File: src/hw/rtl/pbrc_pkg.sv
// Package of the paced bandwidth release curve block.
// Holds codes, item and handshake structs, and state types; no dependencies.
`timescale 1ns / 1ps
`default_nettype none
package pbrc_pkg;

   localparam logic [1:0] KIND_START  = 2'd0;
   localparam logic [1:0] KIND_QUERY  = 2'd1;
   localparam logic [1:0] KIND_CHARGE = 2'd2;

   localparam logic [1:0] PRI_LOW    = 2'd0;
   localparam logic [1:0] PRI_NORMAL = 2'd1;
   localparam logic [1:0] PRI_HIGH   = 2'd2;

   localparam logic [1:0] MODE_BALANCED   = 2'd0;
   localparam logic [1:0] MODE_RELAXED    = 2'd1;
   localparam logic [1:0] MODE_AGGRESSIVE = 2'd2;

   localparam logic [1:0] CSR_CURVE_MODE = 2'd0;
   localparam logic [1:0] CSR_EXEC_INC   = 2'd1;
   localparam logic [1:0] CSR_RELEASE_Q  = 2'd2;

   localparam logic [31:0] EXEC_INC_RESET  = 32'd16384;
   localparam logic [31:0] RELEASE_Q_RESET = 32'd16384;

   typedef enum logic [1:0] {
      OP_START,
      OP_QUERY,
      OP_CHARGE
   } op_type;

   typedef struct packed {
      op_type      op;
      logic [47:0] time_msec;
      logic [31:0] span_ms;
      logic [31:0] up_quota;
      logic [31:0] down_quota;
      logic        direction;
      logic [1:0]  priority_req;
      logic        applies;
      logic [31:0] byte_count;
   } item_type;

   typedef struct packed {
      logic        start;
      logic [31:0] t;
      logic        which;
   } cv_req_type;

   typedef struct packed {
      logic        done;
      logic [31:0] value;
   } cv_rsp_type;

   typedef enum logic [3:0] {
      CV_IDLE,
      CV_DIV,
      CV_SQRT,
      CV_P2,
      CV_P3,
      CV_SQ,
      CV_PS,
      CV_BUD,
      CV_FIN
   } cv_state_type;

   typedef enum logic [3:0] {
      BK_IDLE,
      BK_QCHK,
      BK_NAW,
      BK_LREL,
      BK_LAW,
      BK_DEC,
      BK_WINIT,
      BK_WLOOP,
      BK_WWAIT,
      BK_WCLAMP,
      BK_WDONE,
      BK_OUT
   } bk_state_type;

endpackage
`default_nettype wire

File: src/hw/rtl/pbrc_curve.sv
// Curve unit: value of the release curve at one elapsed time.
// Bit-serial divider and square root, one shared 32x32 multiplier. Uses pbrc_pkg.
`timescale 1ns / 1ps
`default_nettype none
module pbrc_curve import pbrc_pkg::*; (
   input  logic        clock,
   input  logic        reset,
   input  cv_req_type  cv_req,
   input  logic [31:0] budget,
   input  logic [31:0] length,
   input  logic [1:0]  mode,
   output cv_rsp_type  cv_rsp
);

   cv_state_type state_ff, state_in;
   logic [31:0]  drem_ff, drem_in;
   logic [32:0]  srem_ff, srem_in;
   logic [31:0]  src_ff, src_in;
   logic [31:0]  root_ff, root_in;
   logic [31:0]  p_ff, p_in;
   logic [63:0]  prod_ff, prod_in;
   logic [4:0]   cnt_ff, cnt_in;
   logic         which_ff, which_in;
   logic [31:0]  val_ff, val_in;
   logic         done_ff, done_in;

   logic [1:0]  m;
   logic [32:0] r2;
   logic        qb;
   logic [34:0] rs, trial;
   logic [31:0] mul_a, mul_b, hi;
   logic [63:0] mul_p;

   // Curve mode three behaves as balanced.
   assign m  = (mode == MODE_RELAXED || mode == MODE_AGGRESSIVE) ? mode : MODE_BALANCED;
   assign hi = prod_ff[63:32];

   always_comb begin
      mul_a = p_ff;
      mul_b = p_ff;
      case (state_ff)
         CV_P3:   begin mul_a = hi; mul_b = p_ff; end
         CV_SQ:   begin mul_a = hi; mul_b = hi; end
         CV_PS:   begin mul_a = p_ff; mul_b = root_ff; end
         CV_BUD:  begin mul_a = hi; mul_b = budget; end
         default: begin mul_a = p_ff; mul_b = p_ff; end
      endcase
   end

   assign mul_p = mul_a * mul_b;

   always_comb begin
      state_in = state_ff;
      drem_in  = drem_ff;
      srem_in  = srem_ff;
      src_in   = src_ff;
      root_in  = root_ff;
      p_in     = p_ff;
      prod_in  = prod_ff;
      cnt_in   = cnt_ff;
      which_in = which_ff;
      val_in   = val_ff;
      done_in  = 1'b0;
      r2       = {drem_ff, 1'b0};
      qb       = (r2 >= {1'b0, length});
      rs       = {srem_ff, src_ff[31:30]};
      trial    = {1'b0, root_ff, 2'b01};
      case (state_ff)
         CV_IDLE: begin
            if (cv_req.start) begin
               which_in = cv_req.which;
               if (cv_req.t >= length) begin
                  val_in  = budget;
                  done_in = 1'b1;
               end else begin
                  drem_in  = cv_req.t;
                  p_in     = 32'd0;
                  cnt_in   = 5'd0;
                  state_in = CV_DIV;
               end
            end
         end
         CV_DIV: begin
            // Restoring division of t * 2^32 by the pulse length, one bit a cycle.
            drem_in = qb ? 32'(r2 - {1'b0, length}) : r2[31:0];
            p_in    = {p_ff[30:0], qb};
            cnt_in  = cnt_ff + 5'd1;
            if (cnt_ff == 5'd31) begin
               if (m == MODE_RELAXED && !which_ff) begin
                  src_in   = {p_ff[30:0], qb};
                  srem_in  = 33'd0;
                  root_in  = 32'd0;
                  state_in = CV_SQRT;
               end else begin
                  state_in = CV_P2;
               end
            end
         end
         CV_SQRT: begin
            // Two radicand bits a cycle; the low half of the radicand is zero.
            if (rs >= trial) begin
               srem_in = 33'(rs - trial);
               root_in = {root_ff[30:0], 1'b1};
            end else begin
               srem_in = rs[32:0];
               root_in = {root_ff[30:0], 1'b0};
            end
            src_in = {src_ff[29:0], 2'b00};
            cnt_in = cnt_ff + 5'd1;
            if (cnt_ff == 5'd31) begin
               state_in = CV_PS;
            end
         end
         CV_P2: begin
            prod_in = mul_p;
            if (m == MODE_BALANCED) begin
               state_in = which_ff ? CV_SQ : CV_BUD;
            end else begin
               state_in = CV_P3;
            end
         end
         CV_P3: begin
            prod_in  = mul_p;
            state_in = (m == MODE_AGGRESSIVE && which_ff) ? CV_SQ : CV_BUD;
         end
         CV_SQ: begin
            prod_in  = mul_p;
            state_in = CV_BUD;
         end
         CV_PS: begin
            prod_in  = mul_p;
            state_in = CV_BUD;
         end
         CV_BUD: begin
            prod_in  = mul_p;
            state_in = CV_FIN;
         end
         CV_FIN: begin
            val_in   = (hi < budget) ? hi : budget;
            done_in  = 1'b1;
            state_in = CV_IDLE;
         end
         default: state_in = CV_IDLE;
      endcase
   end

   always_ff @(posedge clock) begin
      if (reset) begin
         state_ff <= CV_IDLE;
         done_ff  <= 1'b0;
      end else begin
         state_ff <= state_in;
         done_ff  <= done_in;
      end
   end

   always_ff @(posedge clock) begin
      drem_ff  <= drem_in;
      srem_ff  <= srem_in;
      src_ff   <= src_in;
      root_ff  <= root_in;
      p_ff     <= p_in;
      prod_ff  <= prod_in;
      cnt_ff   <= cnt_in;
      which_ff <= which_in;
      val_ff   <= val_in;
   end

   assign cv_rsp.done  = done_ff;
   assign cv_rsp.value = val_ff;

endmodule
`default_nettype wire

File: config.mk
export PLATFORM = sky130hd
export DESIGN_NAME = pbrc_curve
export DESIGN_NICKNAME = d
export VERILOG_FILES = /design/src/hw/rtl/pbrc_pkg.sv /design/src/hw/rtl/pbrc_curve.sv
export SDC_FILE = /design/constraint.sdc
export NUM_CORES = 2
export LEC_CHECK = 0
export BUFFER_PORTS_ARGS = -buffer_cell sky130_fd_sc_hd__buf_4
export CAP_MARGIN = 30
export CORE_ASPECT_RATIO = 0.9
export CORE_MARGIN = 5
export CORE_UTILIZATION = 60
export CTS_CLUSTER_SIZE = 10
export DETAILED_ROUTE_END_ITERATION = 12
export GPL_TIMING_DRIVEN = 0
export PLACE_DENSITY = 0.77
export SETUP_SLACK_MARGIN = 0.1
export SKIP_LAST_GASP = 1
export SLEW_MARGIN = 40
export SYNTH_ARGS = -nofsm -noshare
export SYNTH_HDL_FRONTEND = slang
export SYNTH_SLANG_ARGS = --single-unit
File: constraint.sdc
create_clock -name clock -period 10.6 [get_ports clock]
set_input_delay 1.59 -clock clock [delete_from_list [all_inputs] [get_ports clock]]
set_output_delay 1.59 -clock clock [all_outputs]
set_load 0.02 [all_outputs]
After elaboration in Yosys (flattened, before gate mapping) --
Cells that the tools add are included.
Operators by class: add/sub/neg operators 3, eq/ne operators 19, muxes and demuxes 40, multipliers 1, reductions and logical operators 20, order comparisons 4
Operators with widths (count):
- 32-bit two-way mux | 13
- 32-bit case mux with 2 select lines | 5
- 33-bit two-way mux | 3
- 32-bit case mux with 3 select lines | 1
- 33-bit case mux with 2 select lines | 1
- 32-bit by 32-bit multiplier with 64-bit output | 1
- 35-bit by 34-bit greater-or-equal comparator with 1-bit output | 1
- 33-bit by 32-bit greater-or-equal comparator with 1-bit output | 1
- 33-bit subtractor | 1
- 32-bit greater-or-equal comparator | 1
- 32-bit less-than comparator | 1
- 32-bit subtractor | 1
- 4-bit case mux with 7 select lines | 1
- 4-bit by 3-bit equality test with 1-bit output (second input constant) | 4
- 4-bit two-way mux | 4
- 2-bit != test (second input constant) | 6
- 3-bit AND reduction | 4
- 5-bit two-way mux | 2
- 5-bit case mux with 2 select lines | 1
- 4-bit by 2-bit equality test with 1-bit output (second input constant) | 2
- 2-bit two-way mux | 4
- 2-bit nonzero test | 4
- 5-bit by 1-bit adder with 5-bit output (second input constant) | 1
- 5-bit equality test (second input constant) | 1
- other kinds (16) | 23
Storage, ports and cells: register bits after elaboration 268, output and inout port bits 33, input port bits 102, word-level logic and storage cells 98

Longest topological paths before layout --
depth after elaboration 8, mapped depth 34, gate-level depth less buffers 30

Least setup slack after synthesis --
Ideal clock, no wire load.
path kind input port to flip-flop, from in budget[8], to reg prod_ff[61] (data pin), stages 27, arrival 8.947 ns, required time 10.330 ns, setup slack 1.383 ns, library setup time 0.270 ns, path buffers 2, path through inv_1 > a21oi_1 > a221oi_1 > clkbuf_1 > nor2_1 > fa_1 > fa_1 > inv_1 > fa_1 > fa_1 > inv_1 > fa_1 > fa_1 > fa_1 > fa_1 > ha_1 > clkbuf_1 > and4_1 > nand3_1 > a21oi_1 > a21oi_1 > a311oi_1 > o21ai_1 > nor4_2 > a2111oi_4 > o41ai_2 > xor2_1
Between the ends: word-level cells in the longest chain between the ends 2
Ends and longest elaborated chain:
- start: declaration | RTL line pbrc_curve.sv:9 | input logic [31:0] budget,
- 32-bit case mux with 3 select lines | RTL line pbrc_curve.sv:41 | case (state_ff)
- 32-bit by 32-bit multiplier with 64-bit output | RTL line pbrc_curve.sv:50 | assign mul_p = mul_a * mul_b;
- named net mul_p[61] | RTL line pbrc_curve.sv:32 | logic [63:0] mul_p;
- end signal: assignment | RTL line pbrc_curve.sv:163 | prod_ff <= prod_in;
- end: declaration | RTL line pbrc_curve.sv:21 | logic [63:0] prod_ff, prod_in;
The timed path passes the listed nets, and every way through them passes these cells. A chain may end at the register's enable or synchronous reset.

Worst setup path in the final report --
from reg state_ff[1], to reg prod_ff[63] (data pin)
Between the ends: word-level cells in the longest chain between the ends 4, elaborated cells on any way between the ends 8, those cells by class 1 x mul; 4 x eq/ne; 2 x mux; 1 x reduce/logical
Ends and longest elaborated chain:
- start: declaration | RTL line pbrc_curve.sv:15 | cv_state_type state_ff, state_in;
- start signal: assignment | RTL line pbrc_curve.sv:152 | state_ff <= state_in;
- 4-bit by 3-bit equality test with 1-bit output | RTL line pbrc_curve.sv:41
- 3-bit OR reduction (no source line)
- 32-bit two-way mux | RTL line pbrc_curve.sv:41
- 32-bit by 32-bit multiplier with 64-bit output * | RTL line pbrc_curve.sv:50
- named net mul_p[63] | RTL line pbrc_curve.sv:32
The timed path passes the listed nets; every way through them passes the cells marked *.

==> summary.txt <==
STA
  – Post-route minimum period: roughly 10 ns
  – Max-slew violations: 0
  – Worst Tran Pin Value: roughly 1 ns
  – Share of the cycle needed by the critical path after routing: 98.64%
  – Post-route worst setup slack: around 0.14 ns
  – Setup repair after global routing missed its margin: no
  – FMAX: 0.09564 GHz
  – Final-report hold violation count: 0
  – Final Setup Violations: 0
  – Final clock skew: 0.02541 ns
  – Max_slew headroom: 33.52%

CTS
  – Quantity of hold-fixing buffers added after cts: 0
  – Post-CTS clock slew at the launch and capture registers of the worst setup and hold paths: about 0.06 ns
  – Buffer type at the clock tree root: clkbuf_16
  – H-tree depth: 1
  – Source-to-sink clock delay at the later pin of the worst-skew pair: 0.60 ns
  – Clock tree sinks: approximately 240
  – Number of buffers inserted during clock tree synthesis: 28
  – TritonCTS clock tree: built
  – Maximum clock path buffer count: 3

Worst setup path
  – Category of the worst setup path launch point: register
  – Endpoint required time on the critical path: roughly 11 ns
  – Capturing element type of the critical path: register
  – Dominant delay contributor by cell family on the critical path: adder cells
  – Signal arrival time at the worst endpoint: 10.79 ns
  – Biggest cell delay along the critical path: 0.63 ns
  – Cell with the most instances on the worst path: fa_1
  – Kind of critical path: register to register
  – Critical-path maximum fanout: 10
  – Buf/Inv on CP: 6
  – CP max stage cell: mux2i_4

Yosys
  – Post-synthesis compound-gate area fraction: 8.329%
  – Post-synth design cell area: 0.04787 mm^2
  – Post-synthesis register bit count: 236
  – Number of standard cells after synthesis: 5,329
  – Xor-xnor portion of the synthesized cell area: 1.592%
  – Synth Net Count: 6,720
  – Number of synthesized flops with an enable pin: 231
  – Synth Flop Type: edfxtp_1
  – Combinational family with the most area after synthesis: adder cells
  – Proportion of synthesized chip area in sequential cells: 14.70%
  – Most area-consuming cells after synthesis: fa_1 (37%), edfxtp_1 (14%), ha_1 (10%)
  – Number of distinct library cells after synthesis: 81
  – Fraction of post-synthesis cell area in the top cell type by area: 37.47%
  – Area share of fa/ha/maj cells after synthesis: a little under half
  – Async set-reset flop share out of synthesis: 0%
  – Warning count from the yosys run: 0
  – Simple logic cell fraction of the synthesized area: 15.10%
  – Mux contribution to synthesized area: 2.527%
  – Mean instance size in the synthesized netlist: 8.984 um^2
  – Yosys top cell by area: fa_1

Final layout
  – Number of nets in the layout: 6,911
  – Synth-to-layout area growth: 9.111%
  – Fraction of layout cells with a size suffix above 1: 8.861%
  – Total of fill cells in the finished design: 6,557
  – Leading cell types in the layout, fill and taps excluded: inv_1 (987), fa_1 (896), nor2_1 (773)
  – Most common cell after layout, fill and taps aside: inv_1

Placement
  – HPWL after DPL: 145.8 mm
  – Worst slack at placement: -1.145 ns
  – Number of port buffers: between 100 and 150
  – Global placement routability congestion: 1.057

Job
  – Max capacitance violation total: 0

GRT
  – Global-route wire length before repair: 262.9 mm
  – Largest net degree at the start of global routing: 22
  – GRT Overall Usage: 41.43%
  – Antenna violations before repair: 8
  – Number of global-route vias before repair: 41,890
  – Total gr overflow: 0

Floorplanning
  – Initial standard-cell utilization of the core: 60.35%
  – Floorplan Core Area: about 0.079 mm^2
  – Site row count: roughly 100
  – Die Width: 307.8 um
  – DIE AREA: about 0.086 mm^2
  – Chip Height: 278.0 um
  – I/O pins: about 140

Detailed routing
  – Violation count after the first detailed-routing iteration: 5,241
  – Final ANT Viol Nets: 0
  – Detailed Routing Iterations Pass 1: 10
  – Final routed wire length divided by cell count: around 27 um
  – DRC Markers: 0
  – Detailed Route WL: roughly 180 mm
  – Total via count in the routed design: 41,020
  – Avg Vias per Cell: between 6 and 7

Hold path
  – Worst hold path class: register to register

Run status
  – Outcome: completed
[state kept, by name, indices dropped and copies added (netlist names)]
name and flops:
src_ff 32, val_ff 32, drem_ff 32, prod_ff 32
p_ff 32, root_ff 32, which_ff 1, cnt_ff 5
state_ff 4, srem_ff 33, done_ff 1
[worst register-to-register path: cells and delay by family, from the launching register on]
family          cells  cell delay (ns)
fa+ha+maj           9             4.35
buf+inv             6             1.74
compound gates      6             1.68
simple gates        5             1.29
mux                 1             0.64
flops               1             0.36
xor+xnor            1             0.13
[Yosys cell counts, types with 7 or more instances]
cell / number
fa_1: 896
o221ai_1: 7
clkbuf_1: 242
nor2b_1: 23
a21o_1: 93
nor3_1: 31
a221oi_1: 24
ha_1: 393
and2_1: 22
a221o_1: 22
buf_1: 20
or3_1: 10
and3_1: 48
o21a_1: 13
mux2i_1: 50
or2_2: 10
o21ai_0: 85
nand4_1: 42
buf_2: 11
xor2_1: 32
o21bai_1: 20
nand3_1: 57
and4_1: 7
edfxtp_1: 231
inv_1: 987
xnor2_1: 55
mux2_2: 63
nor2_1: 775
a31oi_1: 40
nand2_1: 643
a211oi_1: 12
nand2b_1: 37
a21oi_1: 217
[kinds of logic after synthesis]
logic type,count (synthesis)
AOI/OAI and AO/OA,608
DFF,236
adders and majority gates,1289
muxes,113
xor gates and xnor gates,87
buffers and inverters,1266
and+or+nand+nor,1730
[through the flow]
stage | setup TNS (ns) | area (um^2) | hold slack (ns) | util, % | std cells
2_1_floorplan | 0 | 47870 | 0.4836 | - | 5329
6_report | 0 | 52240 | 0.5184 | 65.84 | 6590
3_5_place_dp | -17.30 | 51020 | 0.4950 | 64.31 | 6544
5_1_grt | 0 | 52210 | 0.5335 | 65.81 | 6580
4_1_cts | 0 | 52020 | 0.4975 | 65.57 | 6579
3_3_place_gp | -51.67 | 50190 | 0.4899 | 63.27 | 6513
[cell type report]
type / count / area, um^2 / area share [%]
timing repair buffer: 167 / 1405 / 2.690
antenna: 10 / 25.02 / 0.04791
multi-input combinational: 3827 / 36700 / 70.26
buffer: 273 / 1255 / 2.402
clock buffer: 36 / 750.7 / 1.437
sequential: 236 / 7037 / 13.47
tap: 1050 / 1314 / 2.515
clock inverter: 4 / 46.29 / 0.08862
inverter: 987 / 3705 / 7.092
[routing by layer]
layer	GRT usage, %	vias to the layer above	part of all wire [%]
li1	-	17130	-
met1	54.72	20030	36
met2	59.52	3142	41
met3	15.83	717	15
met4	21.98	2	7.6
met5	0.9413	-	0.0062
[path summary, 6_finish.rpt]
kind,from,to,slack [ns],cells after the start
max reg2reg,state_ff[1],prod_ff[63],0.14,28
min reg2reg,src_ff[25],src_ff[27],0.52,2
max,state_ff[1],prod_ff[63],0.14,28
min,src_ff[25],src_ff[27],0.52,2
[timing repair]
item	4_1_cts	5_1_grt
endpoints found under the hold margin	0	0
buffers inserted	0	2
pin swaps	0	3
gates cloned	0	0
setup endpoints to repair	29	24
resized for setup	65	109
Power is not shown: default switching activity piles up to over one toggle a cycle in this logic, so the estimate is an artifact.
