--- config.mk ---
export PLATFORM = sky130hd
export DESIGN_NAME = pbrc_front_flat
export DESIGN_NICKNAME = d
export VERILOG_FILES = /design/src/hw/rtl/pbrc_pkg.sv /design/src/hw/rtl/pbrc_req_if.sv /design/src/hw/rtl/pbrc_front.sv /design/src/flat_wrapper.sv
export SDC_FILE = /design/constraint.sdc
export NUM_CORES = 1
export LEC_CHECK = 0
export BUFFER_PORTS_ARGS = -buffer_cell sky130_fd_sc_hd__buf_2
export CORE_AREA = 3 3 186 142
export DETAILED_ROUTE_END_ITERATION = 10
export DIE_AREA = 0 0 189 145
export PLACE_DENSITY = 0.82
export SKIP_LAST_GASP = 1
export SLEW_MARGIN = 20
export SYNTH_ARGS = -nofsm -noshare
export SYNTH_HDL_FRONTEND = slang
export SYNTH_SLANG_ARGS = --single-unit
export TNS_END_PERCENT = 10
--- constraint.sdc ---
create_clock -name clock -period 45.1 [get_ports clock]
set_clock_uncertainty 0.2 [all_clocks]
set_input_delay 6.765 -clock clock [delete_from_list [all_inputs] [get_ports clock]]
set_output_delay 6.765 -clock clock [all_outputs]
set_load 0.02 [all_outputs]
--- src/hw/rtl/pbrc_pkg.sv ---
// Package of the paced bandwidth release curve block.
// Holds codes, item and handshake structs, and state types; no dependencies.
`timescale 1ns / 1ps
`default_nettype none
package pbrc_pkg;

   localparam logic [1:0] KIND_START  = 2'd0;
   localparam logic [1:0] KIND_QUERY  = 2'd1;
   localparam logic [1:0] KIND_CHARGE = 2'd2;

   localparam logic [1:0] PRI_LOW    = 2'd0;
   localparam logic [1:0] PRI_NORMAL = 2'd1;
   localparam logic [1:0] PRI_HIGH   = 2'd2;

   localparam logic [1:0] MODE_BALANCED   = 2'd0;
   localparam logic [1:0] MODE_RELAXED    = 2'd1;
   localparam logic [1:0] MODE_AGGRESSIVE = 2'd2;

   localparam logic [1:0] CSR_CURVE_MODE = 2'd0;
   localparam logic [1:0] CSR_EXEC_INC   = 2'd1;
   localparam logic [1:0] CSR_RELEASE_Q  = 2'd2;

   localparam logic [31:0] EXEC_INC_RESET  = 32'd16384;
   localparam logic [31:0] RELEASE_Q_RESET = 32'd16384;

   typedef enum logic [1:0] {
      OP_START,
      OP_QUERY,
      OP_CHARGE
   } op_type;

   typedef struct packed {
      op_type      op;
      logic [47:0] time_msec;
      logic [31:0] span_ms;
      logic [31:0] up_quota;
      logic [31:0] down_quota;
      logic        direction;
      logic [1:0]  priority_req;
      logic        applies;
      logic [31:0] byte_count;
   } item_type;

   typedef struct packed {
      logic        start;
      logic [31:0] t;
      logic        which;
   } cv_req_type;

   typedef struct packed {
      logic        done;
      logic [31:0] value;
   } cv_rsp_type;

   typedef enum logic [3:0] {
      CV_IDLE,
      CV_DIV,
      CV_SQRT,
      CV_P2,
      CV_P3,
      CV_SQ,
      CV_PS,
      CV_BUD,
      CV_FIN
   } cv_state_type;

   typedef enum logic [3:0] {
      BK_IDLE,
      BK_QCHK,
      BK_NAW,
      BK_LREL,
      BK_LAW,
      BK_DEC,
      BK_WINIT,
      BK_WLOOP,
      BK_WWAIT,
      BK_WCLAMP,
      BK_WDONE,
      BK_OUT
   } bk_state_type;

endpackage
`default_nettype wire

--- src/hw/rtl/pbrc_req_if.sv ---
// Request channel interface: valid, ready and the fields of one input item.
// No dependencies.
`timescale 1ns / 1ps
`default_nettype none
interface pbrc_req_if;
   logic        valid;
   logic        ready;
   logic [1:0]  kind;
   logic [47:0] time_msec;
   logic [31:0] span_ms;
   logic [31:0] up_quota;
   logic [31:0] down_quota;
   logic        direction;
   logic [1:0]  priority_req;
   logic        applies;
   logic [31:0] byte_count;

   modport source (output valid, kind, time_msec, span_ms, up_quota, down_quota,
                   direction, priority_req, applies, byte_count, input ready);
   modport sink (input valid, kind, time_msec, span_ms, up_quota, down_quota,
                 direction, priority_req, applies, byte_count, output ready);
endinterface
`default_nettype wire

--- src/hw/rtl/pbrc_front.sv ---
// Front end: accepts request items, classifies them by kind and queues those of a known kind.
// Depends on pbrc_pkg and pbrc_req_if.
`timescale 1ns / 1ps
`default_nettype none
module pbrc_front import pbrc_pkg::*; (
   input  logic     clock,
   input  logic     reset,
   pbrc_req_if.sink req_if,
   output logic     q_valid,
   output item_type q_item,
   input  logic     q_pop
);

   item_type   mem_ff [2];
   logic [1:0] count_ff, count_in;
   logic       wr_ff, wr_in, rd_ff, rd_in;
   logic       accept, keep, push, pop;
   item_type   item;

   assign req_if.ready = (count_ff != 2'd2);
   assign accept = req_if.valid && req_if.ready;

   always_comb begin
      keep = 1'b1;
      item.op = OP_START;
      case (req_if.kind)
         KIND_START:  item.op = OP_START;
         KIND_QUERY:  item.op = OP_QUERY;
         KIND_CHARGE: item.op = OP_CHARGE;
         default:     keep = 1'b0;
      endcase
      item.time_msec    = req_if.time_msec;
      item.span_ms      = req_if.span_ms;
      item.up_quota     = req_if.up_quota;
      item.down_quota   = req_if.down_quota;
      item.direction    = req_if.direction;
      item.priority_req = req_if.priority_req;
      item.applies      = req_if.applies;
      item.byte_count   = req_if.byte_count;
   end

   assign push = accept && keep;
   assign pop  = q_pop && (count_ff != 2'd0);

   always_comb begin
      wr_in    = push ? ~wr_ff : wr_ff;
      rd_in    = pop ? ~rd_ff : rd_ff;
      count_in = count_ff + {1'b0, push} - {1'b0, pop};
   end

   always_ff @(posedge clock) begin
      if (reset) begin
         count_ff <= 2'd0;
         wr_ff    <= 1'b0;
         rd_ff    <= 1'b0;
      end else begin
         count_ff <= count_in;
         wr_ff    <= wr_in;
         rd_ff    <= rd_in;
      end
   end

   always_ff @(posedge clock) begin
      if (push) begin
         mem_ff[wr_ff] <= item;
      end
   end

   assign q_valid = (count_ff != 2'd0);
   assign q_item  = mem_ff[rd_ff];

endmodule
`default_nettype wire

--- src/flat_wrapper.sv ---
// flat-port wrapper written by rule: the top's interface ports become plain ports
module pbrc_front_flat import pbrc_pkg::*;
  (clock, reset, q_valid, q_item, q_pop, req_if_valid, req_if_kind, req_if_time_msec, req_if_span_ms, req_if_up_quota, req_if_down_quota, req_if_direction, req_if_priority_req, req_if_applies, req_if_byte_count, req_if_ready);
  pbrc_req_if req_if_i ();
  input  logic clock;
  input  logic reset;
  output logic q_valid;
  output item_type q_item;
  input  logic q_pop;
  input wire logic [$bits(req_if_i.valid)-1:0] req_if_valid;
  input wire logic [$bits(req_if_i.kind)-1:0] req_if_kind;
  input wire logic [$bits(req_if_i.time_msec)-1:0] req_if_time_msec;
  input wire logic [$bits(req_if_i.span_ms)-1:0] req_if_span_ms;
  input wire logic [$bits(req_if_i.up_quota)-1:0] req_if_up_quota;
  input wire logic [$bits(req_if_i.down_quota)-1:0] req_if_down_quota;
  input wire logic [$bits(req_if_i.direction)-1:0] req_if_direction;
  input wire logic [$bits(req_if_i.priority_req)-1:0] req_if_priority_req;
  input wire logic [$bits(req_if_i.applies)-1:0] req_if_applies;
  input wire logic [$bits(req_if_i.byte_count)-1:0] req_if_byte_count;
  output wire logic [$bits(req_if_i.ready)-1:0] req_if_ready;
  assign req_if_i.valid = req_if_valid;
  assign req_if_i.kind = req_if_kind;
  assign req_if_i.time_msec = req_if_time_msec;
  assign req_if_i.span_ms = req_if_span_ms;
  assign req_if_i.up_quota = req_if_up_quota;
  assign req_if_i.down_quota = req_if_down_quota;
  assign req_if_i.direction = req_if_direction;
  assign req_if_i.priority_req = req_if_priority_req;
  assign req_if_i.applies = req_if_applies;
  assign req_if_i.byte_count = req_if_byte_count;
  assign req_if_ready = req_if_i.ready;
  pbrc_front u_core (.clock(clock), .reset(reset), .req_if(req_if_i), .q_valid(q_valid), .q_item(q_item), .q_pop(q_pop));
endmodule
### Yosys cells after proc, flatten, opt, wreduce, memory -nomap -nowiden

Memory sizes are Yosys's and may differ from the RTL's. A register that Yosys moved wholly into a read port is not among the register bits.
Cells that the tools add are included.
W data, S select, Z words.

* flip-flop bits (word level): 4
* RAM bits: 364
* input bits: 186
* output and inout bits: 184
* memories kept: 1

Memory list
* u_core.mem_ff: words 2, bits a word 182, rd ports 1, clocked after memory_dff 1, write ports 1, RTL line pbrc_front.sv:14 `item_type mem_ff [2];`

* add/subtract/negate cells: 2
* equal/unequal tests: 3
* multiplexer cells: 6
* bitwise operators: 2
* reductions and logical operators: 6

Operators with widths (count)
* $mux W1: 5
* $pmux W2 S2: 1
* $logic_and A1 B1 Y1: 3
* $reduce_or A3 Y1: 1
* $add A2 B1 Y2: 1
* $eq A2 B1 Y1 const B: 1
* $eq A2 B2 Y1 const B: 1
* $logic_not A2 Y1: 1
* $ne A2 B2 Y1 const B: 1
* $not A1 Y1: 2
* $reduce_bool A2 Y1: 1
* $sub A2 B1 Y2: 1

### Longest topological paths before layout

Gate-level depths: netlist (run 1).

* depth after elaboration: 6
* depth in mapped cells: 5
* gate-level depth less buffers: 5

### Worst setup path after synthesis (run 1)

Ideal clock, no wire load.

* path type: input to register
* start: input req_if_valid
* end: register u_core.wr_ff
* library setup time: 113 ps
* arrival: 20173 ps
* data required time: 44787 ps
* setup slack: 24614 ps
* stages on the path: 3
* buffers on the path: 0
* cells stage by stage: a21bo_1 nor3_1 o21ba_1

* cells in the longest elaborated chain, start to end: 2

Ends and longest elaborated chain
* start: declaration: RTL line flat_wrapper.sv:10 `input wire logic [$bits(req_if_i.valid)-1:0] req_if_valid;`
* $logic_and A1 B1 Y1: RTL line pbrc_front.sv:21 `assign accept = req_if.valid && req_if.ready;`
* $logic_and A1 B1 Y1: RTL line pbrc_front.sv:42 `assign push = accept && keep;`
* end signal: assignment: RTL line pbrc_front.sv:58 `wr_ff <= wr_in;`
* end: declaration: RTL line pbrc_front.sv:16 `logic wr_ff, wr_in, rd_ff, rd_in;`

Every way passes these cells.
A chain may end at the register's enable or synchronous reset.

==> flow_summary_export.csv, run 1 <==
group,metric,value,unit
status,status,"completed",
yosys,mappedNetlistNets,783,
placed_design,dpl_cell_area,0.01558,sq mm
critical_path,crit_slowest_cell,"buf_4",
clock_network,worstSkewPairLatency,0.49,ns
placed_design,gp_congestion,0.7558,
routing,antenna_left,0,
critical_path,cp_data_arrival_time,2.65,ns
yosys,ys_types,26,
critical_path,max_stage_delay,0.82,ns
yosys,syn_avg_cell_area,22.68,sq um
pwr,vdd_drop_max,0.00006633,V
clock_network,clock-sinks,369,
routing,met2WireLength,13790,um
routing,first_pass_iters,4,
final_layout,stdcell_area,0.01666,sq mm
routing,highest_layer,"met5",
critical_path,critPathBufInv,2,
clock_network,numCtsBuffers,35,
yosys,synthesis.instances,596,
yosys,synth_seq_area_share,81.60,%
final_layout,layout_common_cells,"369 x buf_2, 364 x edfxtp_1, 182 x mux2_2",
run,max-cap-violations,0,
critical_path,end_kind,"primary output",
yosys,syn_area,0.01352,sq mm
die,die-height,145,um
yosys,synth_seq_cells,369,
sta,hold_viol_final,0,
clock_network,hold_buffers,0,
pwr,p_leak,6.152,nW
critical_path,cp.required,38.14,ns
die,dieArea,0.02741,sq mm
routing,wire_per_inst,20.42,um
critical_path,worstSetupStartpointType,"flip-flop",
placed_design,io_buffers,369,
routing,wl_met3,2790,um
clock_network,path_clk_slew,0.06,ns
sta,max_slew.worst_pin.slew,1.050,ns
global_routing,grt_max_degree,184,
sta,tns,0,ns
worst_hold_path,worstHoldPathType,"reg -> reg",
sta,rsz0062_at_grt,"false",
die,rows,50,
final_layout,drive_gt1_share,59.88,%
global_routing,grt_pass1_wl,41500,um
global_routing,grt_pass1_vias,7468,
die,start_util,54.43,%
clock_network,cts_max_level,2,
sta,finalCritPeriodShare,21.33,%
routing,wl,27520,um
sta,timing.fmax,104.0,MHz
placed_design,pre_cts_ws,35.63,ns
clock_network,cts_resized,0,
clock_network,cts-root-buf,"clkbuf_16",
global_routing,grt_use_total,19.45,%
critical_path,cp_max_fo,77,
yosys,yosysWarnings,0,
placed_design,place_hpwl,17770,um
sta,finalWorstSetupSlack,35.48,ns
final_layout,stdcell_count,1348,
sta,period_needed,9.619,ns
critical_path,cp_cell_sequence,"buf_4 > mux2_2 > buf_2",
global_routing,overflow,0,
sta,hold_ws,0.3258,ns
routing,wl_met1,10240,um
final_layout,final_core_util,67.08,%
clock_network,cts_buffer_depth,3,
placed_design,dp_cells,1288,
routing,via_per_inst,5.229,
final_layout,area_delta_synth_final,23.24,%
global_routing,antenna_found_initial,9,
sta,setup_viol,0,
routing,vias,7049,
clock_network,cts_tree,"built",
critical_path,crit_family,"buffers and inverters",
die,core_region_area,0.02484,sq mm
final_layout,nets,1174,
pwr,p_per_area,56.63,mW/mm^2
routing,drc,0,
sta,drv_slew,0,
sta,max-slew-margin-rel,29.97,%
critical_path,crit_type,"reg -> out",
pwr,p_total,0.9434,mW
final_layout,fill_cells,1627,
die,die_x,189,um
final_layout,layout_commonest_cell,"buf_2",
clock_network,post-cts-setup-buffers,0,
routing,drtIter0Drc,352,
die,io_pins,370,
-- cells in the mapped netlist --
cell type / number / area [sq um]
a21bo_1: 1 / 10.01
a21boi_0: 1 / 7.510
a21boi_1: 1 / 7.510
a21oi_1: 1 / 5.000
a31oi_1: 1 / 6.260
and3_1: 1 / 6.260
buf_6: 3 / 33.78
clkbuf_8: 17 / 234.0
dfxtp_1: 5 / 100.1
edfxtp_1: 364 / 10930
ha_1: 1 / 12.51
inv_1: 3 / 11.26
mux2_2: 182 / 2049
nand3_1: 1 / 5.000
nand4_1: 1 / 6.260
nor2_1: 2 / 7.510
nor2b_1: 2 / 12.51
nor2b_4: 1 / 13.76
nor3_1: 1 / 5.000
nor3b_1: 1 / 7.510
o21a_1: 1 / 7.510
o21ai_0: 1 / 5.000
o21ba_1: 1 / 10.01
or2_2: 1 / 6.260
xnor2_1: 1 / 8.760
xor2_1: 1 / 8.760
-- area by class of cell --
class                      count  area (sq um)  area share [%]
sequential                   369         11030           66.23
multi-input combinational    204          2218           13.32
timing repair buffer         374          1897           11.39
clock buffer                  47         973.4           5.843
tap                          338         422.9           2.538
clock inverter                10         95.09          0.5708
inverter                       3         11.26         0.06759
antenna                        3         7.507         0.04506
-- logic make-up after synthesis --
logic type	Yosys count	share of synthesized area (%)
flip-flops	369	81.60
multiplexers	182	15.16
buffers and inverters	23	2.064
AND/OR/NAND/NOR	11	0.5183
AO/OA/AOI/OAI	8	0.4351
XOR/XNOR	2	0.1296
adder cells (fa/ha/maj)	1	0.09254
-- worst register-to-register path, delay by kind of cell (launching register included) --
family	cells	cell delay, ns
buffers and inverters	2	1.03
AND/OR/NAND/NOR	2	0.74
flip-flops	1	0.42
-- final timing paths --
check,from,to,slack [ns],cells after the start
max,flip-flop,q_item[169],35.48,3
min,u_core.rd_ff,u_core.rd_ff,0.33,2
max reg2reg,u_core.count_ff[0],u_core.mem_ff[1][179],42.25,4
min reg2reg,u_core.rd_ff,u_core.rd_ff,0.33,2
-- state kept, by name (all words and copies together) (netlist names), named ones only --
name             cells
u_core.count_ff      2
u_core.mem_ff      364
u_core.rd_ff         1
u_core.wr_ff         1
-- routing by layer --
| layer | vias to the layer above | global-route usage (%) |
|---|---|---|
| met3 | 54 | 7.488 |
| met2 | 309 | 33.76 |
| met5 | - | 0 |
| met1 | 3513 | 22.63 |
| met4 | 12 | 5.396 |
| li1 | 3161 | - |
-- power by group --
group / switching, mW / internal, mW
clock network: 0.112 / 0.162
registers: 0.0119 / 0.418
logic: 0.146 / 0.0932
Note: power is estimated with default switching activity, not from simulation.
==> run 2: changes to the inputs <==
--- a/config.mk
+++ b/config.mk
@@ -6,10 +6,10 @@
 export NUM_CORES = 1
 export LEC_CHECK = 0
 export BUFFER_PORTS_ARGS = -buffer_cell sky130_fd_sc_hd__buf_2
-export CORE_AREA = 3 3 186 142
+export CORE_AREA = 3 3 191 146
 export DETAILED_ROUTE_END_ITERATION = 10
-export DIE_AREA = 0 0 189 145
-export PLACE_DENSITY = 0.82
+export DIE_AREA = 0 0 194 149
+export PLACE_DENSITY = 0.78
 export SKIP_LAST_GASP = 1
 export SLEW_MARGIN = 20
 export SYNTH_ARGS = -nofsm -noshare
==> constraint.sdc (replaced) <==
create_clock -name clock -period 9.6 [get_ports clock]
set_clock_uncertainty 0.2 [all_clocks]
set_input_delay 1.44 -clock clock [delete_from_list [all_inputs] [get_ports clock]]
set_output_delay 1.44 -clock clock [all_outputs]
set_load 0.02 [all_outputs]
==> flow_summary_export.csv, run 2 (synthesis gave the netlist of run 1 again) <==
group,metric,value,unit
status,status,"completed",
clock_network,hold_buffers,0,
routing,antenna_left,0,
clock_network,path_clk_slew,0.06,ns
routing,wire_per_inst,20.27,um
final_layout,stdcell_area,0.01672,sq mm
critical_path,cp_data_arrival_time,2.69,ns
clock_network,numCtsBuffers,36,
global_routing,busiest_layer,"met2",
die,start_util,51.92,%
pwr,swShare,28.66,%
pwr,p_leak,6.188,nW
pwr,p_clk_share,29.8,%
critical_path,cp.required,7.96,ns
critical_path,timing.rr.start,"u_core.count_ff[1]",
critical_path,worstSetupStartpointType,"flip-flop",
pwr,sequentialPowerShare,45.2,%
critical_path,cp_cell_sequence,"buf_4 > mux2_2 > buf_2",
critical_path,crit_type,"reg -> out",
global_routing,grt_max_degree,78,
final_layout,layout_common_cells,"369 x buf_2, 364 x edfxtp_1, 182 x mux2_2",
routing,vias,6980,
critical_path,r2r_end,"u_core.mem_ff[1][75]",
pwr,pwr-share-comb,25.0,%
worst_hold_path,whs_endpoint,"u_core.rd_ff",
die,io_pins,370,
placed_design,dp_cells,1296,
worst_hold_path,worstHoldPathType,"reg -> reg",
run,max-cap-violations,0,
routing,drc,0,
global_routing,grt_use_met2,30.33,%
critical_path,max_stage_delay,0.82,ns
clock_network,cts-root-buf,"clkbuf_16",
pwr,vdd_drop_max,0.0001855,V
global_routing,grt_use_total,18.46,%
final_layout,drive_gt1_share,60.20,%
die,die-height,149,um
clock_network,clock-sinks,369,
global_routing,antenna_found_initial,1,
global_routing,grt_pass1_wl,41180,um
pwr,p_total,4.470,mW
pwr,p_per_area,267.2,mW/mm^2
pwr,p_int,3.189,mW
sta,drv_slew,0,
global_routing,grt_pass1_vias,7333,
placed_design,place_hpwl,18580,um
clock_network,worstSkewPairLatency,0.49,ns
clock_network,post-cts-setup-buffers,0,
worst_hold_path,min_path_cells,2,
die,die_x,194,um
placed_design,io_buffers,369,
final_layout,nets,1177,
global_routing,met3_usage,7.519,%
clock_network,cts_tree,"built",
routing,first_pass_iters,4,
sta,finalCritPeriodShare,45.13,%
critical_path,ff2ff_path_depth,4,
sta,setup_viol,0,
die,rows,51,
routing,drtIter0Drc,429,
placed_design,dpl_cell_area,0.01560,sq mm
sta,period_needed,4.332,ns
sta,tns,0,ns
final_layout,layout_commonest_cell,"buf_2",
worst_hold_path,holdCritStartpoint,"u_core.rd_ff",
final_layout,regMostFlops,"u_core.mem_ff",
placed_design,gp_congestion,0.7766,
clock_network,cts_max_level,2,
sta,max_slew.worst_pin.slew,1.050,ns
final_layout,largestRegisters,"u_core.mem_ff x364, u_core.count_ff x2",
final_layout,area_delta_synth_final,23.72,%
critical_path,end_kind,"primary output",
sta,rsz0062_at_grt,"false",
critical_path,cp_max_fo,77,
sta,max-slew-margin-rel,30.00,%
die,dieArea,0.02891,sq mm
global_routing,grt.met1_usage,22.90,%
clock_network,cts_buffer_depth,3,
die,core_region_area,0.02604,sq mm
sta,timing.fmax,230.8,MHz
critical_path,crit_slowest_cell,"buf_4",
routing,via_per_inst,5.132,
global_routing,overflow,0,
routing,wl,27560,um
final_layout,largest_register_ff_count,364,
critical_path,reg2reg_slack,6.87,ns
final_layout,stdcell_count,1360,
sta,hold_viol_final,0,
clock_network,cts_resized,0,
pwr,p_sw,1.281,mW
run 2: layout make-up:
class | count | area [sq um]
antenna | 1 | 2.502
clock buffer | 46 | 959.7
clock inverter | 17 | 162.7
fill | 1819 | 9310
inverter | 3 | 11.26
multi-input combinational | 204 | 2225
sequential | 369 | 11030
tap | 344 | 430.4
timing repair buffer | 376 | 1899
run 2: per-layer routing:
| layer | up-vias | share of wire, % |
|---|---|---|
| met5 | - | 0 |
| li1 | 3170 | - |
| met2 | 319 | 49 |
| met1 | 3436 | 38 |
| met4 | 0 | 2.5 |
| met3 | 55 | 10 |
run 2: worst max path at each step:
stage / startpoint / endpoint / cells after the start
2_1_floorplan: req_if_valid / u_core.mem_ff[0][0] / 2
3_3_place_gp: req_if_kind[0] / u_core.mem_ff[1][101] / 4
3_5_place_dp: req_if_kind[0] / u_core.mem_ff[1][91] / 4
4_1_cts: flip-flop / q_item[28] / 3
5_1_grt: flip-flop / q_item[28] / 3
6_report: flip-flop / q_item[24] / 3
run 2: through the flow:
step	hold slack, ns	utilization [%]	worst slack, ns
2_1_floorplan	0.2810	-	0.1625
3_3_place_gp	0.2944	59.92	5.570
3_5_place_dp	0.3242	59.92	5.547
4_1_cts	0.3385	64.23	5.180
5_1_grt	0.3565	64.23	5.043
6_report	0.3349	64.24	5.268
run 2: worst max-delay path, delay by kind of cell, from the launching register on:
family / cells / cell delay (ns)
buf+inv: 2 / 0.99
flops: 1 / 0.66
mux: 1 / 0.43
run 2: power groups by stage:
stage | registers [mW] | logic, mW | clock network, mW
after floorplan | 2.06 | 0.825 | 0
after global placement | 2.05 | 1.11 | 0
after detailed placement | 2.06 | 1.13 | 0
after CTS | 2.02 | 1.13 | 1.37
after global routing | 2.04 | 1.19 | 1.44
final | 2.02 | 1.12 | 1.33
==> run 3: changes to the inputs <==
==> constraint.sdc (replaced) <==
create_clock -name clock -period 4.5 [get_ports clock]
set_clock_uncertainty 0.2 [all_clocks]
set_input_delay 0.675 -clock clock [delete_from_list [all_inputs] [get_ports clock]]
set_output_delay 0.675 -clock clock [all_outputs]
set_load 0.02 [all_outputs]
==> flow_summary_export.csv, run 3 (synthesis gave the netlist of run 1 again) <==
group,metric,value,unit
sta,hold_ws,0.1695,ns
sta,hold_viol_final,0,
sta,period_needed,2.825,ns
routing,vias,6909,
routing,first_pass_iters,4,
critical_path,cp_max_fo,96,
placed_design,io_buffers,369,
placed_design,place_hpwl,17580,um
critical_path,cp_data_arrival_time,1.95,ns
routing,antenna_left,0,
status,status,"completed",
global_routing,grt_pass1_vias,7174,
clock_network,post-cts-setup-buffers,0,
sta,drv_slew,0,
final_layout,area_delta_synth_final,23.92,%
sta,max_slew.worst_pin.slew,0.5924,ns
sta,tns,0,ns
pwr,p_leak,6.180,nW
global_routing,grt_use_total,17.72,%
placed_design,dp_cells,1296,
clock_network,numCtsBuffers,35,
final_layout,largest_register_ff_count,364,
die,start_util,51.92,%
final_layout,largestRegisters,"u_core.mem_ff x364, u_core.count_ff x2",
critical_path,cp.required,3.62,ns
final_layout,layout_commonest_cell,"buf_2",
die,die-height,149,um
sta,finalCritPeriodShare,62.78,%
routing,drtIter0Drc,339,
die,dieArea,0.02891,sq mm
placed_design,gp_congestion,0.7708,
worst_hold_path,worstHoldPathType,"in -> reg",
pwr,pwr-share-comb,25.9,%
clock_network,path_clk_slew,0.06,ns
clock_network,cts-root-buf,"clkbuf_16",
sta,rsz0062_at_grt,"false",
clock_network,clock-sinks,369,
critical_path,end_kind,"primary output",
final_layout,layout_common_cells,"369 x buf_2, 364 x edfxtp_1, 182 x mux2_2",
sta,timing.fmax,354.0,MHz
clock_network,cts_buffer_depth,3,
clock_network,hold_buffers,0,
pwr,p_int,6.751,mW
placed_design,dpl_cell_area,0.01568,sq mm
pwr,p_sw,2.691,mW
global_routing,overflow,0,
routing,wl,26570,um
die,rows,51,
pwr,p_clk_share,28.9,%
critical_path,reg2reg_slack,2.27,ns
sta,setup_viol,0,
clock_network,cts_tree,"built",
final_layout,final_core_util,64.34,%
final_layout,drive_gt1_share,59.78,%
pwr,vdd_drop_max,0.0003616,V
routing,drc,0,
clock_network,cts_max_level,2,
run,max-cap-violations,0,
critical_path,crit_type,"reg -> out",
final_layout,nets,1176,
pwr,sequentialPowerShare,45.2,%
final_layout,stdcell_area,0.01675,sq mm
routing,wire_per_inst,19.58,um
pwr,swShare,28.50,%
global_routing,grt_pass1_wl,40050,um
global_routing,antenna_found_initial,3,
clock_network,cts_resized,0,
critical_path,timing.rr.start,"u_core.count_ff[0]",
die,io_pins,370,
critical_path,worstSetupStartpointType,"flip-flop",
routing,via_per_inst,5.091,
final_layout,regMostFlops,"u_core.mem_ff",
sta,max-slew-margin-rel,60.51,%
global_routing,grt_max_degree,102,
die,die_x,194,um
clock_network,worstSkewPairLatency,0.49,ns
final_layout,stdcell_count,1357,
die,core_region_area,0.02604,sq mm
worst_hold_path,holdCritStartpoint,"req_if_down_quota[25]",
pwr,p_per_area,563.7,mW/mm^2
[run 3: cell count changes in the layout (fill, tap and decap cells not counted), sizes merged]
cell / previous run / this run
clkinv: 13 / 12
clkinvlp: 1 / 0
bufinv: 3 / 2
[run 3: final timing paths]
kind | endpoint | cells after the start
worst min register to register | u_core.rd_ff | 2
worst min-delay path | u_core.mem_ff[0][61] | 1
worst max register to register | u_core.mem_ff[1][99] | 4
worst max-delay path | q_item[129] | 3
[run 3: metal layers]
metal / GRT usage, % / wire (um)
met1: 22.46 / 10420
met2: 29.40 / 12890
met3: 6.932 / 2834
met4: 3.947 / 397
met5: 0 / 34
[run 3: worst max-delay path, stage by stage (launching register included)]
cell	delay [ns]
dfxtp_4	0.37
buf_12	0.39
mux2_2	0.42
buf_2	0.16
[run 3: final cells by class]
class                           instances  area (sq um)
Sequential cell                       369         11030
Fill cell                            1797          9284
Multi-Input combinational cell        204          2231
Timing Repair Buffer                  376          1974
Clock buffer                           46         959.7
Tap cell                              344         430.4
Clock inverter                         14         107.6
Inverter                                3         11.26
Antenna cell                            1         2.502
[run 3: metrics by stage]
step | setup slack [ns] | total power, mW
2_1_floorplan | -1.343 | 6.118
3_3_place_gp | 1.747 | 6.765
3_5_place_dp | 1.723 | 6.793
4_1_cts | 1.663 | 9.558
5_1_grt | 1.603 | 9.849
6_report | 1.675 | 9.442
[run 3: power by group through the flow]
stage / clock [mW] / combinational, mW / sequential [mW]
CTS: 2.82 / 2.47 / 4.27
finish: 2.73 / 2.44 / 4.27
global placement: 0 / 2.45 / 4.31
floorplan: 0 / 1.76 / 4.35
global route: 2.96 / 2.60 / 4.29
detailed placement: 0 / 2.46 / 4.34
